<file path="config.mk">
export PLATFORM = sky130hd
export DESIGN_NAME = distance_vector_route_table_top_flat
export DESIGN_NICKNAME = d
export VERILOG_FILES = /design/src/hdl/dvrt_pkg.sv /design/src/hdl/dvrt_if.sv /design/src/hdl/dvrt_ram.sv /design/src/hdl/dvrt_cfg.sv /design/src/hdl/distance_vector_route_table_top.sv /design/src/flat_wrapper.sv
export SDC_FILE = /design/constraint.sdc
export NUM_CORES = 2
export LEC_CHECK = 0
export ABC_AREA = 1
export BUFFER_PORTS_ARGS = -buffer_cell sky130_fd_sc_hd__buf_4
export CAP_MARGIN = 30
export CORE_MARGIN = 4
export CORE_UTILIZATION = 30
export CTS_CLUSTER_SIZE = 25
export DETAILED_ROUTE_END_ITERATION = 16
export MAX_ROUTING_LAYER = met4
export SYNTH_ARGS = -nofsm -noshare
export SYNTH_HDL_FRONTEND = slang
export SYNTH_HIERARCHICAL = 1
export SYNTH_SLANG_ARGS = --single-unit
</file>
<file path="constraint.sdc">
create_clock -name clk -period 11.1 [get_ports clk]
set_input_delay 1.665 -clock clk [delete_from_list [all_inputs] [get_ports clk]]
set_output_delay 1.665 -clock clk [all_outputs]
set_load 0.05 [all_outputs]
</file>
<file path="src/hdl/dvrt_pkg.sv">
// Package: command and status codes, register map and configuration type.
`timescale 1ns / 1ps
package dvrt_pkg;

	localparam logic [2:0] CMD_INSTALL = 3'd0;
	localparam logic [2:0] CMD_REFRESH = 3'd1;
	localparam logic [2:0] CMD_ADVERT  = 3'd2;
	localparam logic [2:0] CMD_TICK    = 3'd3;
	localparam logic [2:0] CMD_IFDOWN  = 3'd4;
	localparam logic [2:0] CMD_LOOKUP  = 3'd5;
	localparam logic [2:0] CMD_DUMP    = 3'd6;
	localparam logic [2:0] CMD_UNUSED  = 3'd7;

	localparam logic [2:0] ST_OK       = 3'd0;
	localparam logic [2:0] ST_LOCAL    = 3'd1;
	localparam logic [2:0] ST_UNREACH  = 3'd2;
	localparam logic [2:0] ST_UNKNOWN  = 3'd3;
	localparam logic [2:0] ST_REJECT   = 3'd4;
	localparam logic [2:0] ST_FULL     = 3'd5;
	localparam logic [2:0] ST_EMPTY    = 3'd6;

	localparam logic [2:0] REG_INFINITY = 3'd0;
	localparam logic [2:0] REG_UPDATE   = 3'd1;
	localparam logic [2:0] REG_CHECK    = 3'd2;
	localparam logic [2:0] REG_TIMEOUT  = 3'd3;
	localparam logic [2:0] REG_IFMASK   = 3'd4;

	typedef struct packed {
		logic [4:0]  infinity_cost;
		logic [7:0]  update_period;
		logic [7:0]  check_period;
		logic [15:0] route_timeout;
		logic [15:0] interface_enable_mask;
	} cfg_t;

endpackage

</file>
<file path="src/hdl/dvrt_if.sv">
// Interfaces: command channel and result channel with valid/ready handshake.
`timescale 1ns / 1ps
interface dvrt_req_if;
	logic        valid;
	logic        ready;
	logic [2:0]  cmd;
	logic [31:0] route_address;
	logic [31:0] neighbor_address;
	logic [7:0]  advertised_cost;
	logic [3:0]  interface_id;
	logic        install_local;
	logic        end_of_packet;

	modport source (output valid, cmd, route_address, neighbor_address, advertised_cost,
		interface_id, install_local, end_of_packet, input ready);
	modport sink (input valid, cmd, route_address, neighbor_address, advertised_cost,
		interface_id, install_local, end_of_packet, output ready);
endinterface

interface dvrt_rsp_if;
	logic        valid;
	logic        ready;
	logic [2:0]  status;
	logic [31:0] out_address;
	logic [4:0]  out_cost;
	logic [3:0]  out_interface;
	logic        broadcast_due;
	logic        last_result;

	modport source (output valid, status, out_address, out_cost, out_interface,
		broadcast_due, last_result, input ready);
	modport sink (input valid, status, out_address, out_cost, out_interface,
		broadcast_due, last_result, output ready);
endinterface

</file>
<file path="src/hdl/dvrt_ram.sv">
// Generic single-write, single-read RAM with registered read data.
`timescale 1ns / 1ps
module dvrt_ram #(
	parameter int WIDTH = 8,
	parameter int DEPTH = 64
) (
	input  logic                     clk,
	input  logic                     we,
	input  logic [$clog2(DEPTH)-1:0] waddr,
	input  logic [WIDTH-1:0]         wdata,
	input  logic [$clog2(DEPTH)-1:0] raddr,
	output logic [WIDTH-1:0]         rdata
);
	logic [WIDTH-1:0] mem_q [DEPTH];

	always_ff @(posedge clk) begin
		if (we) begin
			mem_q[waddr] <= wdata;
		end
		rdata <= mem_q[raddr];
	end
endmodule

</file>
<file path="src/hdl/dvrt_cfg.sv">
// Configuration registers behind the APB-style port.
`timescale 1ns / 1ps
module dvrt_cfg (
	input  logic              clk,
	input  logic              arst_n,
	input  logic              psel,
	input  logic              penable,
	input  logic              pwrite,
	input  logic [4:0]        paddr,
	input  logic [31:0]       pwdata,
	output logic [31:0]       prdata,
	output logic              pready,
	output dvrt_pkg::cfg_t    cfg
);
	dvrt_pkg::cfg_t cfg_q;
	logic [2:0]     idx;

	assign idx    = paddr[4:2];
	assign pready = 1'b1;
	assign cfg    = cfg_q;

	// write on the access phase
	always_ff @(posedge clk or negedge arst_n) begin
		if (!arst_n) begin
			cfg_q.infinity_cost         <= 5'd16;
			cfg_q.update_period         <= 8'd5;
			cfg_q.check_period          <= 8'd12;
			cfg_q.route_timeout         <= 16'd12;
			cfg_q.interface_enable_mask <= 16'hFFFF;
		end else if (psel && penable && pwrite) begin
			unique case (idx)
				dvrt_pkg::REG_INFINITY: cfg_q.infinity_cost         <= pwdata[4:0];
				dvrt_pkg::REG_UPDATE:   cfg_q.update_period         <= pwdata[7:0];
				dvrt_pkg::REG_CHECK:    cfg_q.check_period          <= pwdata[7:0];
				dvrt_pkg::REG_TIMEOUT:  cfg_q.route_timeout         <= pwdata[15:0];
				dvrt_pkg::REG_IFMASK:   cfg_q.interface_enable_mask <= pwdata[15:0];
				default: ;
			endcase
		end
	end

	// read back
	always_comb begin
		unique case (idx)
			dvrt_pkg::REG_INFINITY: prdata = {27'd0, cfg_q.infinity_cost};
			dvrt_pkg::REG_UPDATE:   prdata = {24'd0, cfg_q.update_period};
			dvrt_pkg::REG_CHECK:    prdata = {24'd0, cfg_q.check_period};
			dvrt_pkg::REG_TIMEOUT:  prdata = {16'd0, cfg_q.route_timeout};
			dvrt_pkg::REG_IFMASK:   prdata = {16'd0, cfg_q.interface_enable_mask};
			default:                prdata = 32'd0;
		endcase
	end
endmodule

</file>
<file path="src/hdl/distance_vector_route_table_top.sv">
// Top level: distance-vector route table, one RAM of routes and a command sequencer.
// Flow: every command scans the stored routes once, one entry a cycle, then decides and
// writes back (S_DEC, plus S_ADV2 for an accepted advertisement) and loads the result (S_FIN).
// One command at a time; the result waits in S_FIN while the output is stalled; a dump
// sends each route through S_DRD and S_DWT (one read port).
// Reset: asynchronous, clears count, timers and flags; the route RAM is not cleared.
`timescale 1ns / 1ps
module distance_vector_route_table_top #(
	parameter int TABLE_DEPTH     = 64,
	parameter int INTERFACE_COUNT = 16,
	parameter int STAMP_BITS      = 16
) (
	input  logic         clk,
	input  logic         arst_n,
	input  logic         psel,
	input  logic         penable,
	input  logic         pwrite,
	input  logic [4:0]   paddr,
	input  logic [31:0]  pwdata,
	output logic [31:0]  prdata,
	output logic         pready,
	dvrt_req_if.sink     req,
	dvrt_rsp_if.source   rsp
);
	localparam int IW = $clog2(TABLE_DEPTH);
	localparam int CW = $clog2(TABLE_DEPTH + 1);
	localparam int EW = STAMP_BITS + 42;

	localparam logic [2:0] S_IDLE = 3'd0;
	localparam logic [2:0] S_SCAN = 3'd1;
	localparam logic [2:0] S_DEC  = 3'd2;
	localparam logic [2:0] S_ADV2 = 3'd3;
	localparam logic [2:0] S_FIN  = 3'd4;
	localparam logic [2:0] S_DRD  = 3'd5;
	localparam logic [2:0] S_DWT  = 3'd6;

	dvrt_pkg::cfg_t cfg;

	dvrt_cfg u_cfg (
		.clk     (clk),
		.arst_n  (arst_n),
		.psel    (psel),
		.penable (penable),
		.pwrite  (pwrite),
		.paddr   (paddr),
		.pwdata  (pwdata),
		.prdata  (prdata),
		.pready  (pready),
		.cfg     (cfg)
	);

	function automatic logic [EW-1:0] pack(input logic [31:0] a, input logic [4:0] c,
		input logic [3:0] f, input logic l, input logic [STAMP_BITS-1:0] s);
		pack = {a, c, f, l, s};
	endfunction

	// route RAM
	logic          ram_we;
	logic [IW-1:0] ram_wa, ram_ra;
	logic [EW-1:0] ram_wd, ram_rd;

	dvrt_ram #(.WIDTH(EW), .DEPTH(TABLE_DEPTH)) u_ram (
		.clk   (clk),
		.we    (ram_we),
		.waddr (ram_wa),
		.wdata (ram_wd),
		.raddr (ram_ra),
		.rdata (ram_rd)
	);

	logic [31:0]           rd_addr;
	logic [4:0]            rd_cost;
	logic [3:0]            rd_ifc;
	logic                  rd_loc;
	logic [STAMP_BITS-1:0] rd_stamp;
	assign {rd_addr, rd_cost, rd_ifc, rd_loc, rd_stamp} = ram_rd;

	// control and state registers
	logic [2:0]            state_q;
	logic [CW-1:0]         count_q, rd_ptr_q, dptr_q;
	logic [STAMP_BITS-1:0] now_q;
	logic [7:0]            upd_q, chk_q;
	logic                  pend_q, sweep_q, ufire_q, exp_q;
	logic                  v_s1;
	logic [IW-1:0]         idx_s1;
	logic                  fa_q, fb_q;
	logic [IW-1:0]         ia_q, ib_q;
	logic [EW-1:0]         enta_q, entb_q;

	// latched command
	logic [2:0]  cmd_q;
	logic [31:0] ra_q, nb_q;
	logic [7:0]  ac_q;
	logic [3:0]  if_q;
	logic        loc_q, eop_q;

	// pending result and output register
	logic [2:0]  rst_q;
	logic [31:0] raddr_q;
	logic [4:0]  rcost_q;
	logic [3:0]  rifc_q;
	logic        rbc_q;
	logic        ovalid_q;

	logic [31:0]           a_addr, b_addr;
	logic [4:0]            a_cost, b_cost;
	logic [3:0]            a_ifc, b_ifc;
	logic                  a_loc, b_loc;
	logic [STAMP_BITS-1:0] a_stamp, b_stamp;
	assign {a_addr, a_cost, a_ifc, a_loc, a_stamp} = enta_q;
	assign {b_addr, b_cost, b_ifc, b_loc, b_stamp} = entb_q;

	logic [4:0] inf;
	assign inf = cfg.infinity_cost;

	logic if_en, nb_ok, full, out_free;
	assign if_en    = (32'(if_q) < 32'(INTERFACE_COUNT)) && cfg.interface_enable_mask[if_q];
	assign nb_ok    = fb_q && !b_loc && if_en;
	assign full     = count_q >= CW'(TABLE_DEPTH);
	assign out_free = !ovalid_q || rsp.ready;

	assign req.ready = (state_q == S_IDLE);

	// costs derived from the command
	logic [4:0] ins_cost, adv_c;
	logic [8:0] adv_c9;
	always_comb begin
		ins_cost = loc_q ? 5'd0 : ((ac_q < {3'd0, inf}) ? ac_q[4:0] : inf);
		adv_c9   = {1'b0, ac_q} + 9'd1;
		adv_c    = (adv_c9 > {4'd0, inf}) ? inf : adv_c9[4:0];
	end

	// advertised route against the stored one
	logic [4:0] new_cost;
	logic [3:0] new_ifc;
	logic       chg, trig;
	always_comb begin
		new_cost = a_cost;
		new_ifc  = a_ifc;
		chg      = 1'b0;
		trig     = 1'b0;
		if (a_cost < inf) begin
			if (adv_c < a_cost) begin
				new_cost = adv_c;
				new_ifc  = if_q;
				chg      = 1'b1;
			end else if (adv_c >= inf && a_ifc == if_q) begin
				new_cost = inf;
				chg      = 1'b1;
				trig     = 1'b1;
			end
		end else if (adv_c < inf) begin
			new_cost = adv_c;
			new_ifc  = if_q;
			chg      = 1'b1;
		end
	end

	// expiry and interface-down tests on the entry coming out of the scan
	logic [STAMP_BITS-1:0] age;
	logic                  expire, kill;
	always_comb begin
		age    = now_q - rd_stamp;
		expire = (cmd_q == dvrt_pkg::CMD_TICK) && sweep_q && !rd_loc && rd_cost < inf &&
			(32'(age) >= 32'(cfg.route_timeout));
		kill   = (cmd_q == dvrt_pkg::CMD_IFDOWN) && !rd_loc && rd_ifc == if_q;
	end

	// RAM port selection
	always_comb begin
		ram_we = 1'b0;
		ram_wa = '0;
		ram_wd = '0;
		ram_ra = '0;
		unique case (state_q)
			S_SCAN: begin
				ram_ra = rd_ptr_q[IW-1:0];
				if (v_s1 && (expire || kill)) begin
					ram_we = 1'b1;
					ram_wa = idx_s1;
					ram_wd = pack(rd_addr, inf, rd_ifc, rd_loc, rd_stamp);
				end
			end
			S_DEC: begin
				if (cmd_q == dvrt_pkg::CMD_INSTALL && (fa_q || !full)) begin
					ram_we = 1'b1;
					ram_wa = fa_q ? ia_q : count_q[IW-1:0];
					ram_wd = pack(ra_q, ins_cost, if_q, loc_q, now_q);
				end else if ((cmd_q == dvrt_pkg::CMD_REFRESH ||
					cmd_q == dvrt_pkg::CMD_ADVERT) && nb_ok) begin
					ram_we = 1'b1;
					ram_wa = ib_q;
					ram_wd = pack(nb_q, 5'd1, if_q, 1'b0, now_q);
				end
			end
			S_ADV2: begin
				if (!fa_q) begin
					if (!full) begin
						ram_we = 1'b1;
						ram_wa = count_q[IW-1:0];
						ram_wd = pack(ra_q, adv_c, if_q, 1'b0, now_q);
					end
				end else if (!a_loc && ra_q != nb_q) begin
					ram_we = 1'b1;
					ram_wa = ia_q;
					ram_wd = pack(ra_q, new_cost, new_ifc, 1'b0,
						(chg || new_ifc == if_q) ? now_q : a_stamp);
				end
			end
			S_DRD:   ram_ra = dptr_q[IW-1:0];
			default: ;
		endcase
	end

	// dumped entry as it leaves the RAM
	logic [4:0] d_cost;
	logic [3:0] d_ifc;
	always_comb begin
		d_cost = (!rd_loc && rd_addr != nb_q && rd_ifc == if_q) ? inf : rd_cost;
		d_ifc  = rd_loc ? 4'd0 : rd_ifc;
	end

	// tick counters on acceptance
	logic [7:0] upd_inc, chk_inc;
	assign upd_inc = (upd_q == 8'hFF) ? upd_q : upd_q + 8'd1;
	assign chk_inc = (chk_q == 8'hFF) ? chk_q : chk_q + 8'd1;

	logic pend_nx;
	assign pend_nx = pend_q | (state_q == S_ADV2 && fa_q && !a_loc && ra_q != nb_q && trig);

	// result fields and next state of the decision steps
	logic [2:0]  res_st;
	logic [31:0] res_addr;
	logic [4:0]  res_cost;
	logic [3:0]  res_ifc;
	logic        res_bc;
	logic [2:0]  dec_next;
	always_comb begin
		res_st   = dvrt_pkg::ST_OK;
		res_addr = ra_q;
		res_cost = 5'd0;
		res_ifc  = 4'd0;
		res_bc   = 1'b0;
		dec_next = S_FIN;
		if (state_q == S_ADV2) begin
			res_cost = adv_c;
			res_ifc  = if_q;
			if (!fa_q) begin
				if (full) begin
					res_st = dvrt_pkg::ST_FULL;
				end
			end else if (a_loc) begin
				res_st   = dvrt_pkg::ST_LOCAL;
				res_cost = a_cost;
				res_ifc  = 4'd0;
			end else if (ra_q == nb_q) begin
				res_cost = 5'd1;
			end else begin
				res_cost = new_cost;
				res_ifc  = new_ifc;
			end
			// report the trigger at the end of a packet
			res_bc = eop_q && pend_nx;
		end else begin
			unique case (cmd_q)
				dvrt_pkg::CMD_INSTALL: begin
					res_cost = ins_cost;
					res_ifc  = if_q;
					if (!fa_q && full) begin
						res_st = dvrt_pkg::ST_FULL;
					end
				end
				dvrt_pkg::CMD_REFRESH: begin
					res_addr = nb_q;
					res_ifc  = if_q;
					if (nb_ok) begin
						res_cost = 5'd1;
					end else begin
						res_st = dvrt_pkg::ST_REJECT;
					end
				end
				dvrt_pkg::CMD_ADVERT: begin
					if (nb_ok) begin
						dec_next = S_ADV2;
					end else begin
						res_st  = dvrt_pkg::ST_REJECT;
						res_ifc = if_q;
						res_bc  = eop_q && pend_q;
					end
				end
				dvrt_pkg::CMD_TICK: begin
					res_addr = 32'd0;
					res_bc   = ufire_q | exp_q;
				end
				dvrt_pkg::CMD_IFDOWN: begin
					res_ifc = if_q;
				end
				dvrt_pkg::CMD_LOOKUP: begin
					if (!fa_q) begin
						res_st = dvrt_pkg::ST_UNKNOWN;
					end else if (a_loc) begin
						res_st   = dvrt_pkg::ST_LOCAL;
						res_cost = a_cost;
					end else begin
						res_st   = (a_cost >= inf) ? dvrt_pkg::ST_UNREACH : dvrt_pkg::ST_OK;
						res_cost = a_cost;
						res_ifc  = a_ifc;
					end
				end
				dvrt_pkg::CMD_DUMP: begin
					if (count_q == '0) begin
						res_st = dvrt_pkg::ST_EMPTY;
					end else if (!(nb_ok && b_cost < inf)) begin
						res_st   = dvrt_pkg::ST_REJECT;
						res_addr = nb_q;
						res_ifc  = if_q;
					end else begin
						dec_next = S_DRD;
					end
				end
				default: begin
					res_st = dvrt_pkg::ST_UNKNOWN;
				end
			endcase
		end
	end

	// load the output register when a result is ready and the slot is free
	logic load_out;
	assign load_out = (state_q == S_FIN && out_free) || state_q == S_DWT;

	// sequencer
	always_ff @(posedge clk or negedge arst_n) begin
		if (!arst_n) begin
			state_q  <= S_IDLE;
			count_q  <= '0;
			now_q    <= '0;
			upd_q    <= 8'd1;
			chk_q    <= 8'd1;
			pend_q   <= 1'b0;
			v_s1     <= 1'b0;
			ovalid_q <= 1'b0;
			rd_ptr_q <= '0;
			dptr_q   <= '0;
			fa_q     <= 1'b0;
			fb_q     <= 1'b0;
			exp_q    <= 1'b0;
			sweep_q  <= 1'b0;
			ufire_q  <= 1'b0;
		end else begin
			if (load_out) begin
				ovalid_q <= 1'b1;
			end else if (rsp.ready) begin
				ovalid_q <= 1'b0;
			end
			unique case (state_q)
				S_IDLE: begin
					if (req.valid) begin
						cmd_q    <= req.cmd;
						ra_q     <= req.route_address;
						nb_q     <= req.neighbor_address;
						ac_q     <= req.advertised_cost;
						if_q     <= req.interface_id;
						loc_q    <= req.install_local;
						eop_q    <= req.end_of_packet;
						rd_ptr_q <= '0;
						v_s1     <= 1'b0;
						fa_q     <= 1'b0;
						fb_q     <= 1'b0;
						exp_q    <= 1'b0;
						ufire_q  <= (req.cmd == dvrt_pkg::CMD_TICK) &&
							(upd_inc >= cfg.update_period);
						sweep_q  <= (req.cmd == dvrt_pkg::CMD_TICK) &&
							(chk_inc >= cfg.check_period);
						if (req.cmd == dvrt_pkg::CMD_TICK) begin
							now_q <= now_q + 1'b1;
							upd_q <= (upd_inc >= cfg.update_period) ? 8'd1 : upd_inc;
							chk_q <= (chk_inc >= cfg.check_period) ? 8'd1 : chk_inc;
						end
						state_q <= S_SCAN;
					end
				end
				S_SCAN: begin
					// issue one read a cycle, examine the previous one
					if (rd_ptr_q < count_q) begin
						v_s1     <= 1'b1;
						idx_s1   <= rd_ptr_q[IW-1:0];
						rd_ptr_q <= rd_ptr_q + 1'b1;
					end else begin
						v_s1 <= 1'b0;
						if (!v_s1) begin
							state_q <= S_DEC;
						end
					end
					if (v_s1) begin
						if (!fa_q && rd_addr == ra_q) begin
							fa_q   <= 1'b1;
							ia_q   <= idx_s1;
							enta_q <= ram_rd;
						end
						if (!fb_q && rd_addr == nb_q) begin
							fb_q   <= 1'b1;
							ib_q   <= idx_s1;
							entb_q <= ram_rd;
						end
						if (expire) begin
							exp_q <= 1'b1;
						end
					end
				end
				S_DEC: begin
					rst_q   <= res_st;
					raddr_q <= res_addr;
					rcost_q <= res_cost;
					rifc_q  <= res_ifc;
					rbc_q   <= res_bc;
					state_q <= dec_next;
					unique case (cmd_q)
						dvrt_pkg::CMD_INSTALL: begin
							if (!fa_q && !full) begin
								count_q <= count_q + 1'b1;
							end
						end
						dvrt_pkg::CMD_ADVERT: begin
							// a rejected packet end still reports and clears the trigger
							if (!nb_ok && eop_q) begin
								pend_q <= 1'b0;
								if (pend_q) begin
									upd_q <= 8'd1;
								end
							end
						end
						dvrt_pkg::CMD_TICK: begin
							if (exp_q) begin
								upd_q <= 8'd1;
							end
						end
						dvrt_pkg::CMD_DUMP: begin
							dptr_q <= '0;
						end
						default: ;
					endcase
				end
				S_ADV2: begin
					rst_q   <= res_st;
					raddr_q <= res_addr;
					rcost_q <= res_cost;
					rifc_q  <= res_ifc;
					rbc_q   <= res_bc;
					if (!fa_q && !full) begin
						count_q <= count_q + 1'b1;
					end
					// report and clear the trigger at the end of a packet
					if (eop_q) begin
						pend_q <= 1'b0;
						if (pend_nx) begin
							upd_q <= 8'd1;
						end
					end else begin
						pend_q <= pend_nx;
					end
					state_q <= S_FIN;
				end
				S_FIN: begin
					if (out_free) begin
						rsp.status        <= rst_q;
						rsp.out_address   <= raddr_q;
						rsp.out_cost      <= rcost_q;
						rsp.out_interface <= rifc_q;
						rsp.broadcast_due <= rbc_q;
						rsp.last_result   <= 1'b1;
						state_q           <= S_IDLE;
					end
				end
				S_DRD: begin
					if (out_free) begin
						state_q <= S_DWT;
					end
				end
				S_DWT: begin
					// the output slot is free here: load the dumped entry
					rsp.status        <= dvrt_pkg::ST_OK;
					rsp.out_address   <= rd_addr;
					rsp.out_cost      <= d_cost;
					rsp.out_interface <= d_ifc;
					rsp.broadcast_due <= 1'b0;
					rsp.last_result   <= (CW'(dptr_q + 1'b1) == count_q);
					dptr_q            <= dptr_q + 1'b1;
					state_q           <= (CW'(dptr_q + 1'b1) == count_q) ? S_IDLE : S_DRD;
				end
				default: state_q <= S_IDLE;
			endcase
		end
	end

	assign rsp.valid = ovalid_q;
endmodule
</file>
<file path="src/flat_wrapper.sv">
// flat-port wrapper written by rule: the top's interface ports become plain ports
module distance_vector_route_table_top_flat 
#(
	parameter int TABLE_DEPTH     = 64,
	parameter int INTERFACE_COUNT = 16,
	parameter int STAMP_BITS      = 16
)
  (clk, arst_n, psel, penable, pwrite, paddr, pwdata, prdata, pready, req_valid, req_cmd, req_route_address, req_neighbor_address, req_advertised_cost, req_interface_id, req_install_local, req_end_of_packet, req_ready, rsp_valid, rsp_status, rsp_out_address, rsp_out_cost, rsp_out_interface, rsp_broadcast_due, rsp_last_result, rsp_ready);
  dvrt_req_if req_i ();
  dvrt_rsp_if rsp_i ();
  input  logic clk;
  input  logic arst_n;
  input  logic psel;
  input  logic penable;
  input  logic pwrite;
  input  logic [4:0] paddr;
  input  logic [31:0] pwdata;
  output logic [31:0] prdata;
  output logic pready;
  input wire logic [$bits(req_i.valid)-1:0] req_valid;
  input wire logic [$bits(req_i.cmd)-1:0] req_cmd;
  input wire logic [$bits(req_i.route_address)-1:0] req_route_address;
  input wire logic [$bits(req_i.neighbor_address)-1:0] req_neighbor_address;
  input wire logic [$bits(req_i.advertised_cost)-1:0] req_advertised_cost;
  input wire logic [$bits(req_i.interface_id)-1:0] req_interface_id;
  input wire logic [$bits(req_i.install_local)-1:0] req_install_local;
  input wire logic [$bits(req_i.end_of_packet)-1:0] req_end_of_packet;
  output wire logic [$bits(req_i.ready)-1:0] req_ready;
  output wire logic [$bits(rsp_i.valid)-1:0] rsp_valid;
  output wire logic [$bits(rsp_i.status)-1:0] rsp_status;
  output wire logic [$bits(rsp_i.out_address)-1:0] rsp_out_address;
  output wire logic [$bits(rsp_i.out_cost)-1:0] rsp_out_cost;
  output wire logic [$bits(rsp_i.out_interface)-1:0] rsp_out_interface;
  output wire logic [$bits(rsp_i.broadcast_due)-1:0] rsp_broadcast_due;
  output wire logic [$bits(rsp_i.last_result)-1:0] rsp_last_result;
  input wire logic [$bits(rsp_i.ready)-1:0] rsp_ready;
  assign req_i.valid = req_valid;
  assign req_i.cmd = req_cmd;
  assign req_i.route_address = req_route_address;
  assign req_i.neighbor_address = req_neighbor_address;
  assign req_i.advertised_cost = req_advertised_cost;
  assign req_i.interface_id = req_interface_id;
  assign req_i.install_local = req_install_local;
  assign req_i.end_of_packet = req_end_of_packet;
  assign req_ready = req_i.ready;
  assign rsp_valid = rsp_i.valid;
  assign rsp_status = rsp_i.status;
  assign rsp_out_address = rsp_i.out_address;
  assign rsp_out_cost = rsp_i.out_cost;
  assign rsp_out_interface = rsp_i.out_interface;
  assign rsp_broadcast_due = rsp_i.broadcast_due;
  assign rsp_last_result = rsp_i.last_result;
  assign rsp_i.ready = rsp_ready;
  distance_vector_route_table_top #(.TABLE_DEPTH(TABLE_DEPTH), .INTERFACE_COUNT(INTERFACE_COUNT), .STAMP_BITS(STAMP_BITS)) u_core (.clk(clk), .arst_n(arst_n), .psel(psel), .penable(penable), .pwrite(pwrite), .paddr(paddr), .pwdata(pwdata), .prdata(prdata), .pready(pready), .req(req_i), .rsp(rsp_i));
endmodule
</file>
## Yosys cells after proc, flatten, opt, wreduce, memory -nomap -nowiden

Memories as Yosys holds them, arrays and structs flattened. A register that Yosys moved wholly into a read port is not among the register bits.
Index checks and enable logic that the tools add are counted.
Widths: inputs -> output; s select.

- RAM bits: 3,712
- Bits of input ports: 125
- Word-level logic and storage cells: 346
- Bits in registers: 359
- Memories kept: 1
- Output and inout bits: 81

- $add $sub $neg: 8
- Muxes and demuxes: 145
- Bitwise logic cells: 2
- Magnitude comparators: 15
- Reductions and logical operators: 83
- Eq/ne operators: 49

Memories:

| name | depth | bits a word | rd ports | clocked after memory_dff | write ports | line | RTL |
|---|---|---|---|---|---|---|---|
| u_core.u_ram.mem_q | 64 | 58 | 1 | 1 | 1 | dvrt_ram.sv:14 | `logic [WIDTH-1:0] mem_q [DEPTH];` |

Operator list:

| operator | number |
|---|---|
| $mux 58 | 6 |
| $pmux 58 s3 | 1 |
| $mux 32 | 4 |
| $eq 32x32->1 | 3 |
| $pmux 32 s3 | 1 |
| $mux 8 | 11 |
| $pmux 16 s5 | 1 |
| $mux 5 | 14 |
| $ne 32x32->1 | 2 |
| $pmux 32 s2 | 1 |
| $mux 4 | 14 |
| $mux 3 | 17 |
| $mux 6 | 7 |
| $pmux 7 s2 | 3 |
| $mux 1 | 35 |
| $mux 7 | 5 |
| $logic_and 1x1->1 | 32 |
| $ne 2x1->1 const B | 13 |
| $lt 5x5->1 | 5 |
| $pmux 8 s3 | 1 |
| $add 7x1->7 const B | 3 |
| $eq 3x2->1 const B | 7 |
| $eq 3x3->1 const B | 7 |
| $pmux 3 s7 | 1 |
| other kinds (48) | 108 |

## Logic depth before layout (Yosys ltp)

- Depth in word-level cells: 13
- Depth in mapped cells: 35
- Depth with buffers taken out: 34

## By module

The synthesis kept the hierarchy.

By module, submodules not included:

| module | cells each | area an instance (um^2) | sequential area each (um^2) | times used |
|---|---|---|---|---|
| dvrt_ram | 12,216 | 149,375.8 | 112,628.0 | 1 |
| distance_vector_route_table_top | 2,197 | 18,469.0 | 8,270.4 | 1 |
| dvrt_cfg | 339 | 2,702.6 | 1,355.0 | 1 |

## Worst setup path after synthesis

No wires, ideal clock.

- Path type: register -> register
- Start: register u_core.now_q[0]
- End: memory u_core/u_ram/mem_q[55][0] (netlist name), enable pin
- Cell stages (with the launch flop): 31
- Arrival: 7.811 ns
- Setup time: 0.545 ns
- Path slack: 2.744 ns
- Path buffers: 1
- Clock period less this slack: 8.356 ns
- Required time: 10.555 ns
- Cell sequence: dfrtp_1 inv_1 ha_1 inv_1 fa_1 a21oi_1 o21ai_0 nand2_1 o211ai_1 a21oi_1 o21bai_1 nand3_1 nand2_1 a21oi_1 nor2_1 nor2_1 xor2_1 ha_1 nand2_1 nor2_1 a211oi_1 o21ai_0 nand3_1 nand2_2 clkbuf_1 nand2_1 nand2_1 inv_1 nor3_1 inv_1 nor3_1

- Elaborated cells on any way between the ends: 11
- Classes of those cells: add/sub: 1; order compare: 1; mux: 6; reduce/logical: 3

RTL lines:

| element | line | RTL |
|---|---|---|
| start, declared | distance_vector_route_table_top.sv:81 | `logic [STAMP_BITS-1:0] now_q;` |
| start signal, assigned | distance_vector_route_table_top.sv:376 | `now_q <= now_q + 1'b1;` |
| $sub 16x16->16 | distance_vector_route_table_top.sv:163 | `age = now_q - rd_stamp;` |
| $ge 16x16->1 | distance_vector_route_table_top.sv:165 | `(32'(age) >= 32'(cfg.route_timeout));` |
| $logic_and 1x1->1 | distance_vector_route_table_top.sv:164 | `expire = (cmd_q == dvrt_pkg::CMD_TICK) && sweep_q && !rd_loc && rd_cost < inf &&` |
| $logic_or 1x1->1 | distance_vector_route_table_top.sv:178 | `if (v_s1 && (expire \|\| kill)) begin` |
| $logic_and 1x1->1 | distance_vector_route_table_top.sv:178 |  |
| $mux 6 | distance_vector_route_table_top.sv:178 |  |
| $pmux 6 s3 | distance_vector_route_table_top.sv:175 | `unique case (state_q)` |
| named net u_core.ram_wa[2] | distance_vector_route_table_top.sv:59 | `logic [IW-1:0] ram_wa, ram_ra;` |
| end, declared | dvrt_ram.sv:14 |  |

The timed path passes the listed nets, and every way through them passes these cells.

## Worst setup path in the final report

- Start: register u_core.now_q[0]
- End: memory u_core/u_ram/mem_q[43][35] (netlist name), enable pin

Same word-level chain as after synthesis.

==> qor.yml <==
power:
  vdd.ir_drop.worst_mv: 0.131
  p_per_area_nw_per_um2: 198
  leakage_nw: 68.7
  finalPower_mw: 38.4
sta:
  timing.setup.tns_ps: 0
  final.period_utilization: 0.723
  clock.fmax_mhz: 125
  max-slew-margin-rel: 0.302
  hold_slack_ps: 461
  post_layout_minimum_cycle_time_ps: 8030
  setup-violations-final: 0
  grt_setup_unrepaired: "no"
  minimum_setup_slack_in_the_final_design_ps: 3070
  skew_ps: 41.8
  final_hold_vios: 0
  timing_max_transition_violations_final: 0
  worst_slew_pin_slew_ps: 1050
finish:
  instances_no_fill: 22600
  post_route_cells_drive_above_1_share: 0.0849
  area_growth_syn_to_layout_pct: 13.8
  num-nets-final: 15000
  fillers: 55100
yosys:
  synth.top_cells.by_area: "edfxtp_1 69%, nand3_1 10%, nand2_1 10%, buf_2 1.7%, dfrtp_1 1.3%"
  synth_adder_area_share: 0.00694
  synthFlopType: "edfxtp_1"
  synth_top_family_by_area: "simple AND/OR/NAND/NOR gates"
  synth_top_area_share: 0.693
  ys_ff_latch: 4109
  muxShareOfSynthArea: 0
  synth-edff-count: 3934
  synth_sequential_area_ratio: 0.717
  syn-cell-area_um2: 171000
  synthArstFlopShare: 0.0285
  post_synth_and_or_nand_nor_area_fraction: 0.219
  synth_area_per_cell_um2: 11.6
  post_synth_num_cell_types: 67
  synth_compound_area_frac: 0.0184
  syn_inst: 14800
  yosys.area_share.xor_xnor: 0.00478
  synth_top_cell_by_area: "edfxtp_1"
  ys.warnings.count: 6
critical_path:
  critical_path.endpoint_type: "flop"
  required_ps: 11680
  crit_top_cell: "nand2_1"
  cell_with_the_biggest_individual_delay_on_the_critical_path: "nor2_4"
  cp_slowest_stage_delay_ps: 900
  timing.critical_path.fanout_max: 36
  critPathLaunchType: "flop"
  worst-endpoint-arrival_ps: 8610
  critPathKind: "reg2reg"
drt:
  vias_per_cell: 5.11
  final_antenna_net_count: 0
  route.detailed.drc: 0
  postRouteWirelength_um: 503000
  wire_per_inst_um: 22.2
  via_count: 116000
  firstDrtPassIters: 7
  detailedRoute.firstIterationViolations: 14600
placed_design:
  pre_cts_slack_ps: 3110
  detailed_place_hpwl_um: 271000
  port-buffer-count: 170
  place.detailed.instances: 21800
  gp_congestion: 0.893
cts:
  cts_inserted_buffers: 423
  tritoncts: "yes"
  htree_num_levels: 5
  post_cts.repair.setup_buffers: 0
  worstSkewPairLatency_ps: 980
  post_cts_resized: 0
  clockRootBuffer: "clkbuf_16"
  clock_pin_transition_on_the_worst_setup_and_hold_timing_paths_ps: 60
  cts_buffer_depth: 4
  cts_hold_buffers: 0
  clkSinkCount: 4109
worst_hold_path:
  worstHoldPathType: "reg2reg"
job:
  number_of_maximum_capacitance_violations: 0
die:
  placement_rows: 276
  fp.dieH_um: 762
  design.portCount: 206
  die_area_um2: 581000
  start_util: 0.302
  core_area_um2: 566000
  die-width_um: 762
global_route:
  wire_length_of_the_first_global_routing_pass_um: 734000
  gr-total-overflow: 0
  pin_count_of_the_biggest_net_entering_global_routing: 188
  antenna_violations_before_repair: 21
  first_global_vias: 107000
  grt.total_usage: 0.171
status:
  run_status: "complete, no violations"
-- routing by layer --
metal  up-vias  GRT usage  part of all wire
li1      52100          -                 -
met1     57200      0.236              0.42
met2      5433      0.260              0.45
met3       808     0.0270             0.094
met4         0     0.0497             0.029
met5         -          -                 0
-- cells in the mapped netlist (all sizes together), types with 2 or more instances --
library cell,n
o2111ai,18
dfstp,25
a22oi,35
xnor2,35
buf,711
nand4,48
clkbuf,196
dfrtp,92
edfxtp,3934
a211oi,6
a21o,3
clkinv,8
o21ai,235
o22ai,30
o21bai,6
ha,93
conb,2
nor2,227
or2,14
a21oi,69
a2111oi,3
nand3b,6
nor4,16
nor3,32
inv,392
nand3,3577
xor2,58
o21a,8
nand2,4705
o211ai,37
o221ai,14
o31ai,6
dfxtp,58
a31oi,36
o311ai,5
-- power by group --
part / internal (mW) / leakage (nW) / total (mW) / switching (mW)
Clock: 7.73 / 6.46 / 13.8 / 6.02
Combinational: 1.75 / 25.0 / 6.60 / 4.85
Sequential: 17.7 / 37.2 / 18.1 / 0.356
-- worst paths after layout --
check | startpoint | end | slack (ps) | cells after the start
worst min-delay path | u_core/u_ram/rdata[8] | u_core/enta_q[8] | 460 | 0
max in group asynchronous | arst_n | u_core/now_q[7] | 9450 | 2
min in group asynchronous | arst_n | u_core/u_cfg/cfg[24] | 640 | 1
worst min register to register | u_core/u_ram/rdata[8] | u_core/enta_q[8] | 460 | 0
worst max register to register | u_core/now_q[0] | u_core/u_ram/mem_q[43][35] | 3070 | 28
worst max-delay path | u_core/now_q[0] | u_core/u_ram/mem_q[43][35] | 3070 | 28
-- worst max-delay path, delay by kind of cell (launching register included) --
family | cells | cell delay [ps]
adder cells (fa/ha/maj) | 3 | 840
AO/OA/AOI/OAI | 7 | 1390
buffers and inverters | 4 | 1120
XOR/XNOR | 1 | 80
AND/OR/NAND/NOR | 13 | 3670
flip-flops | 1 | 440
-- final cells by class --
| class | instances | area [um2] | share of cell area |
|---|---|---|---|
| Clock buffer | 537 | 11100 | 0.0574 |
| Antenna cell | 10 | 25.0 | 0.000129 |
| Timing Repair Buffer | 464 | 4000 | 0.0206 |
| Inverter | 400 | 1540 | 0.00795 |
| Multi-Input combinational cell | 9351 | 43700 | 0.225 |
| Clock inverter | 245 | 2080 | 0.0107 |
| Tap cell | 7506 | 9390 | 0.0484 |
| Sequential cell | 4109 | 122000 | 0.630 |
-- registers in the layout, indices dropped and copies added (netlist names), 5 cells and up --
signal                  cells
u_core/u_ram/rdata         58
u_core/upd_q                8
u_core/rcost_q              5
u_core/rsp.out_cost         5
u_core/now_q               16
u_core/u_ram/mem_q       3712
u_core/rsp.out_address     32
u_core/u_cfg/cfg           53
u_core/ia_q                 6
u_core/rd_ptr_q             7
u_core/ac_q                 8
u_core/idx_s1               6
u_core/raddr_q             32
u_core/entb_q               6
u_core/nb_q                32
u_core/count_q              7
u_core/enta_q              26
u_core/ib_q                 6
u_core/chk_q                8
u_core/ra_q                32
u_core/dptr_q               7
-- cell families after synthesis --
logic type               after synthesis
flip-flops                          4109
AND/OR/NAND/NOR                     8629
buffers and inverters               1307
AO/OA/AOI/OAI                        518
other                                  2
adder cells (fa/ha/maj)               94
XOR/XNOR                              93
-- placed cells by master, fill, tap and decap left out, types with 27 or more instances in the layout --
master,n
a21oi_1,68
a22oi_1,35
a31oi_1,36
buf_12,33
buf_4,426
bufinv_16,27
clkbuf_1,105
clkbuf_16,427
clkinv_1,107
clkinv_2,76
dfrtp_1,92
dfxtp_1,58
edfxtp_1,3934
ha_1,93
inv_1,372
nand2_1,4675
nand3_1,3560
nand4_1,48
nor2_1,148
nor2_4,66
o211ai_1,35
o21ai_0,193
o21ai_4,29
xnor2_1,35
xor2_1,58
-- per-stage QoR --
stage | instance area [um2] | utilization
2_1_floorplan | 171000 | -
3_3_place_gp | 181000 | 0.319
3_5_place_dp | 181000 | 0.320
4_1_cts | 194000 | 0.343
5_1_grt | 194000 | 0.343
6_report | 194000 | 0.343
(Power assumes the default switching activity.)
